File: src/design/mvcr_pkg.sv
// Shared types and constants for the majority-vote code receiver.
// No dependencies; every other design file imports this package.

package mvcr_pkg;

   // Field widths.
   localparam int unsigned WORD_W  = 16;
   localparam int unsigned BYTE_W  = 8;
   localparam int unsigned RUN_W   = 3;
   localparam int unsigned EVENT_W = 3;
   localparam int unsigned INDEX_W = 3;

   // Longest allowed run of equal bits, and the saturation point of a run counter.
   localparam logic [RUN_W-1:0] MAX_RUN = 3'd5;
   localparam logic [RUN_W-1:0] RUN_SAT = 3'd7;

   // Fixed alternate codes that also toggle the outputs.
   localparam logic [WORD_W-1:0] ALT_A = 16'd23188;
   localparam logic [WORD_W-1:0] ALT_B = 16'd23187;

   // Stage event codes reported with each result item.
   localparam logic [EVENT_W-1:0] EV_NONE   = 3'd0;
   localparam logic [EVENT_W-1:0] EV_FIRST  = 3'd1;
   localparam logic [EVENT_W-1:0] EV_SECOND = 3'd2;
   localparam logic [EVENT_W-1:0] EV_DONE   = 3'd3;
   localparam logic [EVENT_W-1:0] EV_ABORT  = 3'd4;

   // Configuration register indexes.
   localparam logic [INDEX_W-1:0] REG_WINDOW_TICKS = 3'd0;
   localparam logic [INDEX_W-1:0] REG_MIN_VOTES    = 3'd1;
   localparam logic [INDEX_W-1:0] REG_FIRST_SPLIT  = 3'd2;
   localparam logic [INDEX_W-1:0] REG_SECOND_SPLIT = 3'd3;
   localparam logic [INDEX_W-1:0] REG_FRAME_END    = 3'd4;
   localparam logic [INDEX_W-1:0] REG_CODE_A       = 3'd5;
   localparam logic [INDEX_W-1:0] REG_CODE_B       = 3'd6;

   // Configuration reset values.
   localparam logic [BYTE_W-1:0] RST_WINDOW_TICKS = 8'd10;
   localparam logic [BYTE_W-1:0] RST_MIN_VOTES    = 8'd2;
   localparam logic [BYTE_W-1:0] RST_FIRST_SPLIT  = 8'd4;
   localparam logic [BYTE_W-1:0] RST_SECOND_SPLIT = 8'd5;
   localparam logic [BYTE_W-1:0] RST_FRAME_END    = 8'd24;
   localparam logic [WORD_W-1:0] RST_CODE_A       = 16'd46441;
   localparam logic [WORD_W-1:0] RST_CODE_B       = 16'd46438;

   // Configuration register set as seen by the receiver core.
   typedef struct packed {
      logic [BYTE_W-1:0] window_ticks;
      logic [BYTE_W-1:0] min_votes;
      logic [BYTE_W-1:0] first_split;
      logic [BYTE_W-1:0] second_split;
      logic [BYTE_W-1:0] frame_end;
      logic [WORD_W-1:0] code_a;
      logic [WORD_W-1:0] code_b;
   } cfg_type;

   // One result item.
   typedef struct packed {
      logic               armed_now;
      logic               bit_valid;
      logic               bit_value;
      logic [EVENT_W-1:0] stage_event;
      logic [WORD_W-1:0]  seg_first;
      logic [WORD_W-1:0]  seg_second;
      logic [WORD_W-1:0]  seg_final;
      logic               hit_a;
      logic               hit_b;
      logic               out_a;
      logic               out_b;
   } result_type;

endpackage

File: src/design/mvcr_csr.sv
// Configuration register file of the majority-vote code receiver.
// Depends on mvcr_pkg for the register indexes, reset values and cfg_type.

module mvcr_csr import mvcr_pkg::*; (
   input  logic                clock,
   input  logic                reset,
   input  logic                wr_en,
   input  logic [INDEX_W-1:0]  wr_index,
   input  logic [WORD_W-1:0]   wr_data,
   output cfg_type             cfg
);

   cfg_type cfg_ff;
   cfg_type cfg_in;

   // Decode a write into the addressed register; unused indexes are ignored.
   always_comb begin
      cfg_in = cfg_ff;
      if (wr_en) begin
         unique case (wr_index)
            REG_WINDOW_TICKS: cfg_in.window_ticks = wr_data[BYTE_W-1:0];
            REG_MIN_VOTES:    cfg_in.min_votes    = wr_data[BYTE_W-1:0];
            REG_FIRST_SPLIT:  cfg_in.first_split  = wr_data[BYTE_W-1:0];
            REG_SECOND_SPLIT: cfg_in.second_split = wr_data[BYTE_W-1:0];
            REG_FRAME_END:    cfg_in.frame_end    = wr_data[BYTE_W-1:0];
            REG_CODE_A:       cfg_in.code_a       = wr_data;
            REG_CODE_B:       cfg_in.code_b       = wr_data;
            default:          cfg_in = cfg_ff;
         endcase
      end
   end

   // Register storage with documented reset values.
   always_ff @(posedge clock) begin
      if (reset) begin
         cfg_ff.window_ticks <= RST_WINDOW_TICKS;
         cfg_ff.min_votes    <= RST_MIN_VOTES;
         cfg_ff.first_split  <= RST_FIRST_SPLIT;
         cfg_ff.second_split <= RST_SECOND_SPLIT;
         cfg_ff.frame_end    <= RST_FRAME_END;
         cfg_ff.code_a       <= RST_CODE_A;
         cfg_ff.code_b       <= RST_CODE_B;
      end else begin
         cfg_ff <= cfg_in;
      end
   end

   assign cfg = cfg_ff;

endmodule

File: src/design/mvcr_core.sv
// Receiver core: vote counters, bit decision, segment capture and code match.
// Depends on mvcr_pkg; state advances by one sample tick when fire is high.

module mvcr_core import mvcr_pkg::*; (
   input  logic       clock,
   input  logic       reset,
   input  cfg_type    cfg,
   input  logic       fire,
   input  logic       line_level,
   output result_type res
);

   logic              armed_ff, armed_in;
   logic [BYTE_W-1:0] tick_count_ff, tick_count_in;
   logic [WORD_W-1:0] low_votes_ff, low_votes_in;
   logic [WORD_W-1:0] high_votes_ff, high_votes_in;
   logic [RUN_W-1:0]  zero_run_ff, zero_run_in;
   logic [RUN_W-1:0]  one_run_ff, one_run_in;
   logic [WORD_W-1:0] shift_word_ff, shift_word_in;
   logic [BYTE_W-1:0] window_count_ff, window_count_in;
   logic [WORD_W-1:0] first_word_ff, first_word_in;
   logic [WORD_W-1:0] second_word_ff, second_word_in;
   logic              level_a_ff, level_a_in;
   logic              level_b_ff, level_b_in;

   logic [WORD_W-1:0] min_wide;

   assign min_wide = {{(WORD_W-BYTE_W){1'b0}}, cfg.min_votes};

   // Next state and result for one sample tick, in the order the decisions apply.
   always_comb begin
      armed_in        = armed_ff;
      tick_count_in   = tick_count_ff;
      low_votes_in    = low_votes_ff;
      high_votes_in   = high_votes_ff;
      zero_run_in     = zero_run_ff;
      one_run_in      = one_run_ff;
      shift_word_in   = shift_word_ff;
      window_count_in = window_count_ff;
      first_word_in   = first_word_ff;
      second_word_in  = second_word_ff;
      level_a_in      = level_a_ff;
      level_b_in      = level_b_ff;

      res             = '0;
      res.stage_event = EV_NONE;
      res.seg_first   = first_word_ff;
      res.seg_second  = second_word_ff;

      if (!armed_ff) begin
         // A low sample while idle only arms the receiver.
         if (!line_level) begin
            armed_in = 1'b1;
         end
      end else begin
         tick_count_in = tick_count_ff + 8'd1;
         if (!line_level) begin
            low_votes_in = low_votes_ff + 16'd1;
         end else begin
            high_votes_in = high_votes_ff + 16'd1;
         end

         if (tick_count_in == cfg.window_ticks) begin
            tick_count_in = '0;

            // Majority decision for a one bit.
            if (low_votes_in >= min_wide && low_votes_in > high_votes_in) begin
               low_votes_in  = '0;
               high_votes_in = '0;
               zero_run_in   = '0;
               if (one_run_in != RUN_SAT) begin
                  one_run_in = one_run_in + 3'd1;
               end
               shift_word_in = {shift_word_in[WORD_W-2:0], 1'b1};
               res.bit_valid = 1'b1;
               res.bit_value = 1'b1;
            end

            // Majority decision for a zero bit; never true after a one bit.
            if (high_votes_in >= min_wide && high_votes_in > low_votes_in) begin
               low_votes_in  = '0;
               high_votes_in = '0;
               one_run_in    = '0;
               if (zero_run_in != RUN_SAT) begin
                  zero_run_in = zero_run_in + 3'd1;
               end
               shift_word_in = {shift_word_in[WORD_W-2:0], 1'b0};
               res.bit_valid = 1'b1;
               res.bit_value = 1'b0;
            end

            window_count_in = window_count_ff + 8'd1;

            // Too many equal bits in a row drops the frame.
            if (zero_run_in > MAX_RUN || one_run_in > MAX_RUN) begin
               shift_word_in   = '0;
               first_word_in   = '0;
               second_word_in  = '0;
               window_count_in = '0;
               zero_run_in     = '0;
               one_run_in      = '0;
               armed_in        = 1'b0;
               res.stage_event = EV_ABORT;
            end

            // Segment captures.
            if (window_count_in == cfg.first_split) begin
               first_word_in   = shift_word_in;
               shift_word_in   = '0;
               res.stage_event = EV_FIRST;
            end
            if (window_count_in == cfg.second_split) begin
               second_word_in  = shift_word_in;
               shift_word_in   = '0;
               res.stage_event = EV_SECOND;
            end
            res.seg_first  = first_word_in;
            res.seg_second = second_word_in;

            // Frame completion and code match.
            if (window_count_in == cfg.frame_end) begin
               res.seg_final = shift_word_in;
               if (shift_word_in == cfg.code_a || shift_word_in == ALT_A) begin
                  res.hit_a  = 1'b1;
                  level_a_in = ~level_a_ff;
               end
               if (shift_word_in == cfg.code_b || shift_word_in == ALT_B) begin
                  res.hit_b  = 1'b1;
                  level_b_in = ~level_b_ff;
               end
               shift_word_in   = '0;
               first_word_in   = '0;
               second_word_in  = '0;
               window_count_in = '0;
               armed_in        = 1'b0;
               res.stage_event = EV_DONE;
            end
         end
      end

      res.armed_now = armed_in;
      res.out_a     = level_a_in;
      res.out_b     = level_b_in;
   end

   // Receiver state, advanced once per accepted tick.
   always_ff @(posedge clock) begin
      if (reset) begin
         armed_ff        <= 1'b0;
         tick_count_ff   <= '0;
         low_votes_ff    <= '0;
         high_votes_ff   <= '0;
         zero_run_ff     <= '0;
         one_run_ff      <= '0;
         shift_word_ff   <= '0;
         window_count_ff <= '0;
         first_word_ff   <= '0;
         second_word_ff  <= '0;
         level_a_ff      <= 1'b0;
         level_b_ff      <= 1'b0;
      end else if (fire) begin
         armed_ff        <= armed_in;
         tick_count_ff   <= tick_count_in;
         low_votes_ff    <= low_votes_in;
         high_votes_ff   <= high_votes_in;
         zero_run_ff     <= zero_run_in;
         one_run_ff      <= one_run_in;
         shift_word_ff   <= shift_word_in;
         window_count_ff <= window_count_in;
         first_word_ff   <= first_word_in;
         second_word_ff  <= second_word_in;
         level_a_ff      <= level_a_in;
         level_b_ff      <= level_b_in;
      end
   end

   // Only one of the two run counters can be counting at a time.
   assert property (@(posedge clock) disable iff (reset)
      !(zero_run_ff != '0 && one_run_ff != '0))
      else $error("zero and one run counters both nonzero");

   // A high sample while idle leaves the receiver idle.
   assert property (@(posedge clock) disable iff (reset)
      fire && !armed_ff && line_level |=> !armed_ff)
      else $error("receiver armed on a high sample");

   // While idle, the tick counter does not move.
   assert property (@(posedge clock) disable iff (reset)
      fire && !armed_ff |=> $stable(tick_count_ff))
      else $error("tick counter moved while idle");

   // Frame completion and abort always leave the receiver idle.
   assert property (@(posedge clock) disable iff (reset)
      fire && (res.stage_event == EV_DONE || res.stage_event == EV_ABORT)
      |=> !armed_ff)
      else $error("receiver still armed after frame end or abort");

   // No bit is decided on a tick that finds the receiver idle.
   assert property (@(posedge clock) disable iff (reset)
      fire && !armed_ff |-> !res.bit_valid && res.stage_event == EV_NONE)
      else $error("bit or event reported while idle");

endmodule

File: src/design/majority_vote_code_receiver_top.sv
// Top level of the majority-vote code receiver: input register, core, result register.
// Depends on mvcr_pkg, mvcr_csr and mvcr_core.
//
// Usage:
//   req_ channel: one sample tick of the active-low code line per item
//   (req_line_level). rsp_ channel: exactly one result item per tick, in order.
//   csr_ channel: register writes by index (0 window_ticks .. 6 code_b);
//   csr_ready is always high, so a write completes whenever csr_valid is high.
//   Write registers only while no tick is in flight.
// Path: a tick accepted into the input register is worked on by the combinational core,
//   and the result register loads the core's result when the tick advances, which
//   raises rsp_valid.
// Throughput: one tick per cycle; the core's state update is the only loop, so every
//   stage advances each cycle when the result is taken.
// Reset: the configuration, core and valid registers return to their reset values (the
//   data registers are not reset), the receiver is idle and both channels are empty.
// Stall: when rsp_stall holds a result, the input stage keeps its tick and
//   req_stall rises while that stage is full; nothing is dropped.

module majority_vote_code_receiver_top import mvcr_pkg::*; (
   input  logic               clock,
   input  logic               reset,
   // Input ticks.
   input  logic               req_valid,
   output logic               req_stall,
   input  logic               req_line_level,
   // Result items.
   output logic               rsp_valid,
   input  logic               rsp_stall,
   output logic               rsp_armed_now,
   output logic               rsp_bit_valid,
   output logic               rsp_bit_value,
   output logic [EVENT_W-1:0] rsp_stage_event,
   output logic [WORD_W-1:0]  rsp_seg_first,
   output logic [WORD_W-1:0]  rsp_seg_second,
   output logic [WORD_W-1:0]  rsp_seg_final,
   output logic               rsp_hit_a,
   output logic               rsp_hit_b,
   output logic               rsp_out_a,
   output logic               rsp_out_b,
   // Configuration writes.
   input  logic               csr_valid,
   output logic               csr_ready,
   input  logic [INDEX_W-1:0] csr_index,
   input  logic [WORD_W-1:0]  csr_wdata
);

   cfg_type    cfg;
   result_type core_res;
   result_type rsp_ff;

   logic in_valid_ff, in_valid_in;
   logic in_level_ff;
   logic rsp_valid_ff, rsp_valid_in;
   logic advance;
   logic req_take;

   // Configuration registers.
   assign csr_ready = 1'b1;

   mvcr_csr u_csr (
      .clock    (clock),
      .reset    (reset),
      .wr_en    (csr_valid),
      .wr_index (csr_index),
      .wr_data  (csr_wdata),
      .cfg      (cfg)
   );

   // The held tick moves into the core when the result register is free.
   assign advance   = in_valid_ff && (!rsp_valid_ff || !rsp_stall);
   assign req_stall = in_valid_ff && !advance;
   assign req_take  = req_valid && !req_stall;

   always_comb begin
      in_valid_in = in_valid_ff;
      if (req_take) begin
         in_valid_in = 1'b1;
      end else if (advance) begin
         in_valid_in = 1'b0;
      end
   end

   always_ff @(posedge clock) begin
      if (reset) begin
         in_valid_ff <= 1'b0;
      end else begin
         in_valid_ff <= in_valid_in;
      end
   end

   always_ff @(posedge clock) begin
      if (req_take) begin
         in_level_ff <= req_line_level;
      end
   end

   // Receiver core.
   mvcr_core u_core (
      .clock      (clock),
      .reset      (reset),
      .cfg        (cfg),
      .fire       (advance),
      .line_level (in_level_ff),
      .res        (core_res)
   );

   // Result register.
   always_comb begin
      rsp_valid_in = rsp_valid_ff;
      if (advance) begin
         rsp_valid_in = 1'b1;
      end else if (!rsp_stall) begin
         rsp_valid_in = 1'b0;
      end
   end

   always_ff @(posedge clock) begin
      if (reset) begin
         rsp_valid_ff <= 1'b0;
      end else begin
         rsp_valid_ff <= rsp_valid_in;
      end
   end

   always_ff @(posedge clock) begin
      if (advance) begin
         rsp_ff <= core_res;
      end
   end

   assign rsp_valid       = rsp_valid_ff;
   assign rsp_armed_now   = rsp_ff.armed_now;
   assign rsp_bit_valid   = rsp_ff.bit_valid;
   assign rsp_bit_value   = rsp_ff.bit_value;
   assign rsp_stage_event = rsp_ff.stage_event;
   assign rsp_seg_first   = rsp_ff.seg_first;
   assign rsp_seg_second  = rsp_ff.seg_second;
   assign rsp_seg_final   = rsp_ff.seg_final;
   assign rsp_hit_a       = rsp_ff.hit_a;
   assign rsp_hit_b       = rsp_ff.hit_b;
   assign rsp_out_a       = rsp_ff.out_a;
   assign rsp_out_b       = rsp_ff.out_b;

endmodule
File: config.mk
export PLATFORM = sky130hd
export DESIGN_NAME = majority_vote_code_receiver_top
export DESIGN_NICKNAME = d
export VERILOG_FILES = /design/src/design/mvcr_pkg.sv /design/src/design/mvcr_csr.sv /design/src/design/mvcr_core.sv /design/src/design/majority_vote_code_receiver_top.sv
export SDC_FILE = /design/constraint.sdc
export NUM_CORES = 1
export LEC_CHECK = 0
export ABC_CLOCK_PERIOD_IN_PS = 13200
export BUFFER_PORTS_ARGS = -buffer_cell sky130_fd_sc_hd__buf_2
export CORE_MARGIN = 2
export CORE_UTILIZATION = 62
export CTS_CLUSTER_DIAMETER = 30
export DETAILED_ROUTE_END_ITERATION = 6
export PLACE_DENSITY = 0.79
export SLEW_MARGIN = 5
export SYNTH_ARGS = -nofsm -noshare
export SYNTH_HDL_FRONTEND = slang
export SYNTH_HIERARCHICAL = 1
export SYNTH_SLANG_ARGS = --single-unit
export TNS_END_PERCENT = 1
File: constraint.sdc
create_clock -name clock -period 13.2 [get_ports clock]
set_input_delay 2.64 -clock clock [delete_from_list [all_inputs] [get_ports clock]]
set_output_delay 2.64 -clock clock [all_outputs]
set_load 0.005 [all_outputs]
# After elaboration in Yosys (flattened, before gate mapping)
# Index checks and enable logic that the tools add are counted.
[word_totals]
register_bits = 238
inputBits = 25
out_inout_bits = 61
word_cells = 170
[classes]
addsub = 6
magnitude_cmp = 6
eq_ne = 17
mux = 75
bitwise_logic = 4
reduce_logical = 28
[op_table]
columns = ["cell", "count"]
rows = [
  ["$mux W16", 28],
  ["$mux W50", 2],
  ["$mux W3", 15],
  ["$mux W8", 5],
  ["$add A16 B1 Y16 const B", 2],
  ["$eq A16 B15 Y1 const B", 2],
  ["$eq A16 B16 Y1", 2],
  ["$eq A8 B8 Y1", 4],
  ["$ge A16 B8 Y1", 2],
  ["$gt A16 B16 Y1", 2],
  ["$mux W1", 19],
  ["$mux W18", 1],
  ["$reduce_and A2 Y1", 9],
  ["$add A8 B1 Y8 const B", 2],
  ["$mux W2", 5],
  ["$eq A3 B3 Y1 const B", 3],
  ["$add A3 B1 Y3 const B", 2],
  ["$eq A3 B2 Y1 const B", 2],
  ["$gt A3 B3 Y1 const B", 2],
  ["$ne A3 B3 Y1 const B", 2],
  ["$reduce_and A3 Y1", 2],
  ["$logic_and A1 B1 Y1", 5],
  ["$reduce_or A5 Y1", 1],
  ["$logic_not A1 Y1", 4],
  ["7 further kinds", 13],
]

# Depth between registers and ports, before layout
# Gate-level depths: netlist of run 1.
[depth]
ltp_word = 29
mapped_depth = 42

# By module
# The synthesis of run 1 kept the hierarchy.
[by_module_without_submodules]
columns = ["module", "n_inst", "cells_per_inst", "area_per_inst_um2", "seq_area_each_um2"]
rows = [
  ["mvcr_core", 1, 1302, 9693.0, 2102.0],
  ["mvcr_csr", 1, 268, 2851.5, 1441.4],
  ["majority_vote_code_receiver_top", 1, 71, 1869.3, 1811.7],
]

# Worst setup path after synthesis of run 1
# OpenSTA, ideal clock, no wires.
[synth_timing]
kind = "reg2reg"
from = "register in_level_ff"
to = "register rsp_ff, in the netlist rsp_out_a, data pin"
setup_time_ns = 0.251
t_arrival_ns = 8.863
required_ns = 12.949
path_slack_ns = 4.086
path_stages_with_launch = 39
n_path_buf = 8
cell_sequence = "edfxtp_1 buf_6 and4b_1 buf_6 nand3_1 xnor2_1 ha_1 a21o_1 a21o_1 a221o_1 or4_4 nor3_4 nor2_2 nand2_1 clkbuf_1 clkbuf_1 clkbuf_1 buf_1 [3 not listed] a21o_1 a31o_1 or3_1 or3_1 mux2_4 a31oi_4 nor4_4 a211oi_2 a21oi_1 o31ai_4 and2_1 clkbuf_1 mux2i_1 a2bb2oi_1 a2111o_1 o32ai_1 xor2_1 buf_4"
[synth_via]
elab_chain_len = 28
word_cells_on_any_way = 52
[synth_lines]
columns = ["item", "line_no", "rtl"]
rows = [
  ["start: declaration", "majority_vote_code_receiver_top.sv:53", "logic in_level_ff;"],
  ["start signal: assignment", "majority_vote_code_receiver_top.sv:94", "in_level_ff <= req_line_level;"],
  ["$mux W16", "mvcr_core.sv:57", "if (!line_level) begin"],
  ["$mux W16", "mvcr_core.sv:50", "if (!armed_ff) begin"],
  ["$ge A16 B8 Y1 or $gt A16 B16 Y1 (tied branches)", "mvcr_core.sv:67", "if (low_votes_in >= min_wide && low_votes_in > high_votes_in) begin"],
  ["$logic_and A1 B1 Y1", "mvcr_core.sv:67", ""],
  ["$mux W16 or $mux W3 (tied branches)", "mvcr_core.sv:67", ""],
  ["$mux W16 or $mux W3 (tied branches)", "mvcr_core.sv:63", "if (tick_count_in == cfg.window_ticks) begin"],
  ["$mux W16 or $mux W3 (tied branches)", "mvcr_core.sv:50", ""],
  ["$ge A16 B8 Y1 (tied with other cells)", "mvcr_core.sv:80", "if (high_votes_in >= min_wide && high_votes_in > low_votes_in) begin"],
  ["[13 not listed]", "-", ""],
  ["$mux W16", "mvcr_core.sv:50", ""],
  ["$eq A16 B16 Y1 or $eq A16 B15 Y1 (tied branches)", "mvcr_core.sv:123", "if (shift_word_in == cfg.code_a || shift_word_in == ALT_A) begin"],
  ["$logic_or A1 B1 Y1", "mvcr_core.sv:123", ""],
  ["$mux W1", "mvcr_core.sv:123", ""],
  ["$mux W1 *", "mvcr_core.sv:121", "if (window_count_in == cfg.frame_end) begin"],
  ["$mux W1 *", "mvcr_core.sv:63", ""],
  ["$mux W1 *", "mvcr_core.sv:50", ""],
  ["named net u_core.level_a_in", "mvcr_core.sv:23", "logic level_a_ff, level_a_in;"],
  ["end signal: assignment", "majority_vote_code_receiver_top.sv:128", "rsp_ff <= core_res;"],
  ["end: declaration", "majority_vote_code_receiver_top.sv:50", "result_type rsp_ff;"],
]
# Mark *: on every way through the listed nets, which the timed path passes. The rest lies on a longest branch. The select of a mux whose other input is x is not followed.
# A chain may end at the register's enable or synchronous reset.

==> results of run 1 <==
## cells in the final DEF (no fill, tap or decap), drive strengths merged, types with 8 or more instances in the layout
cell type,n
a211oi,9
a21o,13
a21oi,96
a22o,28
a22oi,44
a31oi,23
and2,15
and3,20
and4,10
buf,104
bufinv,10
clkbuf,63
clkinv,8
dfxtp,179
edfxtp,59
ha,49
inv,30
mux2i,83
nand2,131
nand2b,70
nand3,56
nand4,22
nor2,230
nor2b,9
nor3,52
nor4,18
nor4b,9
o211ai,8
o21a,9
o21ai,53
o31ai,10
or3,11
xnor2,43
xor2,29
## state kept, by name, indices dropped and copies added, names as in the netlist, 8 cells and up
register                cells
u_core/tick_count_ff        8
rsp_seg_first              16
u_core/low_votes_ff        16
u_core/shift_word_ff       16
u_core/window_count_ff      8
rsp_seg_second             16
u_core/high_votes_ff       16
u_core/first_word_ff       16
u_core/second_word_ff      16
rsp_seg_final              16
u_csr/cfg                  72
## final timing paths
kind                   endpoint  slack, ps
setup / recovery      rsp_out_b       3170
hold / removal    u_csr/cfg[27]        480
setup reg to reg      rsp_out_b       3170
hold reg to reg   u_csr/cfg[27]        480
## final cells by class
class | instances | area, µm² | share of cell area
Multi-Input combinational cell | 1271 | 8426 | 0.5096
Clock inverter | 21 | 391.6 | 0.02369
Inverter | 27 | 101.3 | 0.006130
Tap cell | 285 | 356.6 | 0.02157
Sequential cell | 238 | 5355 | 0.3239
Clock buffer | 63 | 1325 | 0.08015
Timing Repair Buffer | 104 | 576.8 | 0.03489
## synthesized netlist by cell type, types with 27 or more instances
cell and number:
a22oi_1 43, nor3_1 47, edfxtp_1 59, ha_1 49, clkbuf_1 64, mux2i_1 83, xor2_1 28, a22o_1 28
a21oi_1 94, xnor2_1 40, nor2_1 229, nand2b_1 70, dfxtp_1 179, nand3_1 51, o21ai_0 46, nand2_1 131
inv_1 27
## power by group through the flow
stage                      logic, W  clock network (W)  registers (W)
after floorplan           0.0000599                  0       0.000782
after global placement    0.0000821                  0       0.000783
after detailed placement  0.0000838                  0       0.000783
after CTS                 0.0000844            0.00129       0.000770
after global routing      0.0000921            0.00132       0.000771
final                     0.0000851            0.00128       0.000770
## critical path: cells and delay by family (launching register included)
family,cells,cell delay (ps)
compound gates,10,2400
xor+xnor,2,740
simple gates,13,4490
buf+inv,2,660
flops,1,630
fa+ha+maj,3,820
## through the flow
| stage | worst slack [ps] | std cells | area [µm²] |
|---|---|---|---|
| global route | 2722 | 2009 | 16530 |
| finish | 3167 | 2009 | 16530 |
| detailed placement | 3528 | 1925 | 14820 |
| CTS | 3400 | 2009 | 16530 |
| global placement | 3722 | 1925 | 14820 |
| floorplan | 4086 | 1641 | 14410 |
## metal layers
| metal | wire, µm | track usage | vias to the layer above |
|---|---|---|---|
| li1 | - | - | 6094 |
| met1 | 17290 | 0.4394 | 6160 |
| met2 | 17950 | 0.5127 | 657 |
| met3 | 3720 | 0.07754 | 99 |
| met4 | 1144 | 0.1014 | 0 |
| met5 | 0 | 0 | - |
## cell families (layout without fill, tap and decap cells)
| family | Yosys count | after routing | synth area share |
|---|---|---|---|
| and+or+nand+nor | 689 | 689 | 0.2468 |
| AOI/OAI and AO/OA | 370 | 370 | 0.1832 |
| DFF | 238 | 238 | 0.3715 |
| buffers and inverters | 132 | 215 | 0.04583 |
| muxes | 89 | 89 | 0.06259 |
| xor gates and xnor gates | 72 | 72 | 0.04662 |
| adders and majority gates | 50 | 50 | 0.04323 |
| other | 1 | 1 | 0.0002602 |
==> impl_metrics.yaml, run 1 <==
logic_synthesis:
  yosys_register_bits: 238
  syn_nets: 1715
  async_reset_ff_frac: 0
  ys_top_cells_by_area: "dfxtp_1, edfxtp_1, nor2_1"
  yosysTopAreaCell: "dfxtp_1"
  yosys_warnings: 6
  avgSynthCellArea_um2: 8.784
  synth.distinct_cells: 114
  synth_top_area_frac: 0.2486
  dominantRegCellSynth: "dfxtp_1"
  synth_area_um2: 14410
  yosysSeqAreaShare: 0.3715
  syn_inst: 1641
  synth_edf_count: 59
cts:
  cts-root-buf: "clkbuf_16"
  cts_tree: "built"
  numCtsBuffers: 45
  post-cts-setup-buffers: 0
  cts_buffer_depth: 3
  cts.sinks: 238
  clk_pin_slew_ps: 50
  htreeDepth: 2
  post_cts_resized: 0
  cts_hold_buf: 0
  clk-insertion-delay-late_ps: 540
critical_path:
  worstSetupEndpointType: "register"
  slowest_delay_ps: 630
  rr_startpoint: "in_level_ff"
  rr_worst_depth: 30
  crit_type: "register to register"
  critical_path_required_ps: 13490
  worst_ep_arrival_time_ps: 10320
  crit_start: "in_level_ff"
  crit_slowest_cell: "edfxtp_1"
  startpoint_type: "register"
  path_max_fanout: 43
sta:
  post-route-period-util: 0.7601
  rsz0062_at_grt: "no"
  skew_ps: 15.15
  setup_viol: 0
  slew_violations: 0
  fmax_ghz: 0.09967
  worst_pin_slew_ps: 1258
  holdWs_ps: 479.8
  fin_tns_setup_ps: 0
  relSlewSlack: 0.1547
  hold_viol: 0
  finalCriticalPeriod_ps: 10030
drt:
  wl_um: 40110
  drc_errors: 2
  via_per_inst: 6.476
  ant_nets: 0
  vias: 13010
  drtIter0Drc: 1573
  dr.pass1.iters: 7
  wl_per_cell_um: 19.97
power_and_ir_drop:
  irDropWorstVdd_mv: 0.1096
  swShare: 0.2091
  power_frac_comb: 0.040
  p_int_w: 0.001687
  seqPwrFrac: 0.361
  clkPwrFrac: 0.599
  p_switching_w: 0.0004459
  power_density_nw_per_um2: 129.0
  p_leak_nw: 6.545
  total_power_w: 0.002133
place:
  io_buffer_count: 84
  gp_congestion: 1.006
  hpwl_um: 27580
final_layout:
  post-route-util: 0.7280
  fin_nets: 1761
  n_fill_cell: 1718
  drive_gt1_frac: 0.1415
  insertedDiodeCount: 0
  syn2layout_area_growth_pct: 14.70
floorplan:
  io_pins: 86
  fp.dieW_um: 156.5
  die_h_um: 156.5
  initial_core_util: 0.6347
  core-area_um2: 22710
  row_count: 55
  dieArea_um2: 24480
status:
  status: "finished with violations"
  violations: "DRC"
job:
  maxCapViolations: 0
global_routing:
  grt-ovfl-total: 0
  grt_max_degree: 124
  grt_pass1_wl_um: 63520
  antenna_found_initial: 1
  grt_usage: 0.3239
  grt_pass1_vias: 12280
hold_path:
  min_path_cells: 2
  min-delay-start: "u_csr/cfg[27]"
  hold_path_class: "register to register"
(Power assumes the default switching activity.)
==> inputs of run 2 (changes only) <==
Settings changed: ABC_CLOCK_PERIOD_IN_PS 13200 to 8300, CORE_UTILIZATION 62 to 56, PLACE_DENSITY 0.79 to 0.75.
Clock period 13.2 ns to 8.3 ns, I/O delays scaled along.
==> impl_metrics.yaml, run 2 (synthesis results as in run 1) <==
critical_path:
  crit_cells: 33
  crit_type: "register to register"
  crit_start: "in_level_ff"
  r2r_setup_slack_ps: -40
  worst_ep_arrival_time_ps: 8800
  crit_slowest_cell: "or4_4"
  rr_worst_depth: 33
  critical_path_required_ps: 8760
  path_max_fanout: 16
  path_common_cell: "or3_1"
  path_buf_inv: 3
  rr_startpoint: "in_level_ff"
  critPathCapture: "u_core/level_b_ff"
  slowest_delay_ps: 540
  critPathTopFamily: "simple AND/OR/NAND/NOR gates"
  worstSetupEndpointType: "register"
  r2r-end: "u_core/level_b_ff"
  startpoint_type: "register"
cts:
  clk_pin_slew_ps: 50
  clk-insertion-delay-late_ps: 550
  numCtsBuffers: 48
  cts-root-buf: "clkbuf_16"
  cts.sinks: 238
  htreeDepth: 2
  cts_buffer_depth: 3
  cts_tree: "built"
drt:
  wl_um: 43090
  drtIter0Drc: 1573
  ant_nets: 0
  drc_errors: 0
  vias: 13600
  via_per_inst: 6.294
  dr.pass1.iters: 6
  wl_per_cell_um: 19.95
floorplan:
  dieArea_um2: 27040
  fp.dieW_um: 164.4
  initial_core_util: 0.5707
  core-area_um2: 25250
  row_count: 58
  io_pins: 86
  die_h_um: 164.4
sta:
  hold_viol: 0
  skew_ps: 17.55
  finalCriticalPeriod_ps: 8335
  rsz0062_at_grt: "yes"
  fmax_ghz: 0.1200
  setup_viol: 2
  slew_violations: 0
  worst_pin_slew_ps: 950.2
  setup_ws_ps: -35.22
  post-route-period-util: 1.004
  relSlewSlack: 0.3666
final_layout:
  drive_gt1_frac: 0.2055
  final_common_cell: "nor2_1"
  fin_nets: 1865
  layout_common_cells: "nor2_1, dfxtp_1, nand2_1"
  n_fill_cell: 1977
  largest_register_ffs: 72
  fin_area_um2: 17540
  insertedDiodeCount: 0
  syn2layout_area_growth_pct: 21.68
status:
  status: "finished with violations"
  violations: "setup timing"
power_and_ir_drop:
  irDropWorstVdd_mv: 0.1838
  power_density_nw_per_um2: 192.0
  p_leak_nw: 7.101
global_routing:
  grt_pass1_wl_um: 67050
  grt_pass1_vias: 12570
  grt_usage: 0.3137
  grt-ovfl-total: 0
  grt_max_degree: 121
  antenna_found_initial: 0
place:
  hpwl_um: 30320
  dpl_worst_slack_ps: -103.8
  gp_congestion: 0.9649
  placed_area_um2: 15520
  io_buffer_count: 84
job:
  maxCapViolations: 0
hold_path:
  hold_path_class: "register to register"
## run 2: worst reg2reg max path, delay by kind of cell, from the launching register on
family	cells	cell delay, ps
fa+ha+maj	2	580
compound gates	12	2690
buf+inv	3	530
xor+xnor	1	170
mux	1	300
flops	1	460
simple gates	14	3530
## run 2: per-stage QoR
step                      hold slack [ps]  total power, W  std cells  setup TNS [ps]    util
final                               476.1        0.003367       2160          -44.34  0.6945
after global routing                496.6        0.003460       2160           -1147  0.6945
after CTS                           477.5        0.003385       2144               0  0.6846
after detailed placement            469.2        0.001389       2047          -200.1  0.6146
after global placement              461.7        0.001386       2047               0  0.6146
after floorplan                     448.7        0.001341       1641               0       -
## run 2: what timing repair did
action,CTS,global route
setup buffers,8,15
cloned,0,1
setup endpoints to repair,6,49
pin swaps,2,11
hold buffers,0,0
gates resized for setup,3,25
## run 2: final cells by class
class,count,area [µm²],share of cell area
Multi-Input combinational cell,1272,8607,0.4908
Inverter,27,101.3,0.005779
Tap cell,330,412.9,0.02354
Clock inverter,27,341.6,0.01948
Timing Repair Buffer,204,1364,0.07776
Clock buffer,62,1356,0.07733
Sequential cell,238,5355,0.3053
## run 2: per-layer routing
metal,wire length (µm),part of all wire,vias up,track usage
li1,-,-,6327,-
met1,18350,0.43,6511,0.4313
met2,19720,0.46,669,0.4975
met3,3975,0.092,89,0.06705
met4,1039,0.024,0,0.09328
met5,0,0,-,0
## run 2: report_power, final
group	switching [W]	internal, W	leakage [nW]	total, W
clock	0.000647	0.00134	0.840	0.00199
sequential	0.0000141	0.00121	2.01	0.00122
combinational	0.0000928	0.0000602	4.25	0.000153
## run 2: worst min path at each step
| stage | from | to | slack [ps] | cells after the start |
|---|---|---|---|---|
| 4_1_cts | u_core/window_count_ff[1] | u_core/window_count_ff[1] | 480 | 2 |
| 2_1_floorplan | u_csr/cfg[27] | u_csr/cfg[27] | 450 | 2 |
| 6_report | u_csr/cfg[27] | u_csr/cfg[27] | 480 | 2 |
| 5_1_grt | u_csr/cfg[60] | u_csr/cfg[60] | 500 | 2 |
| 3_5_place_dp | u_core/window_count_ff[1] | u_core/window_count_ff[1] | 470 | 2 |
| 3_3_place_gp | u_core/window_count_ff[1] | u_core/window_count_ff[1] | 460 | 2 |
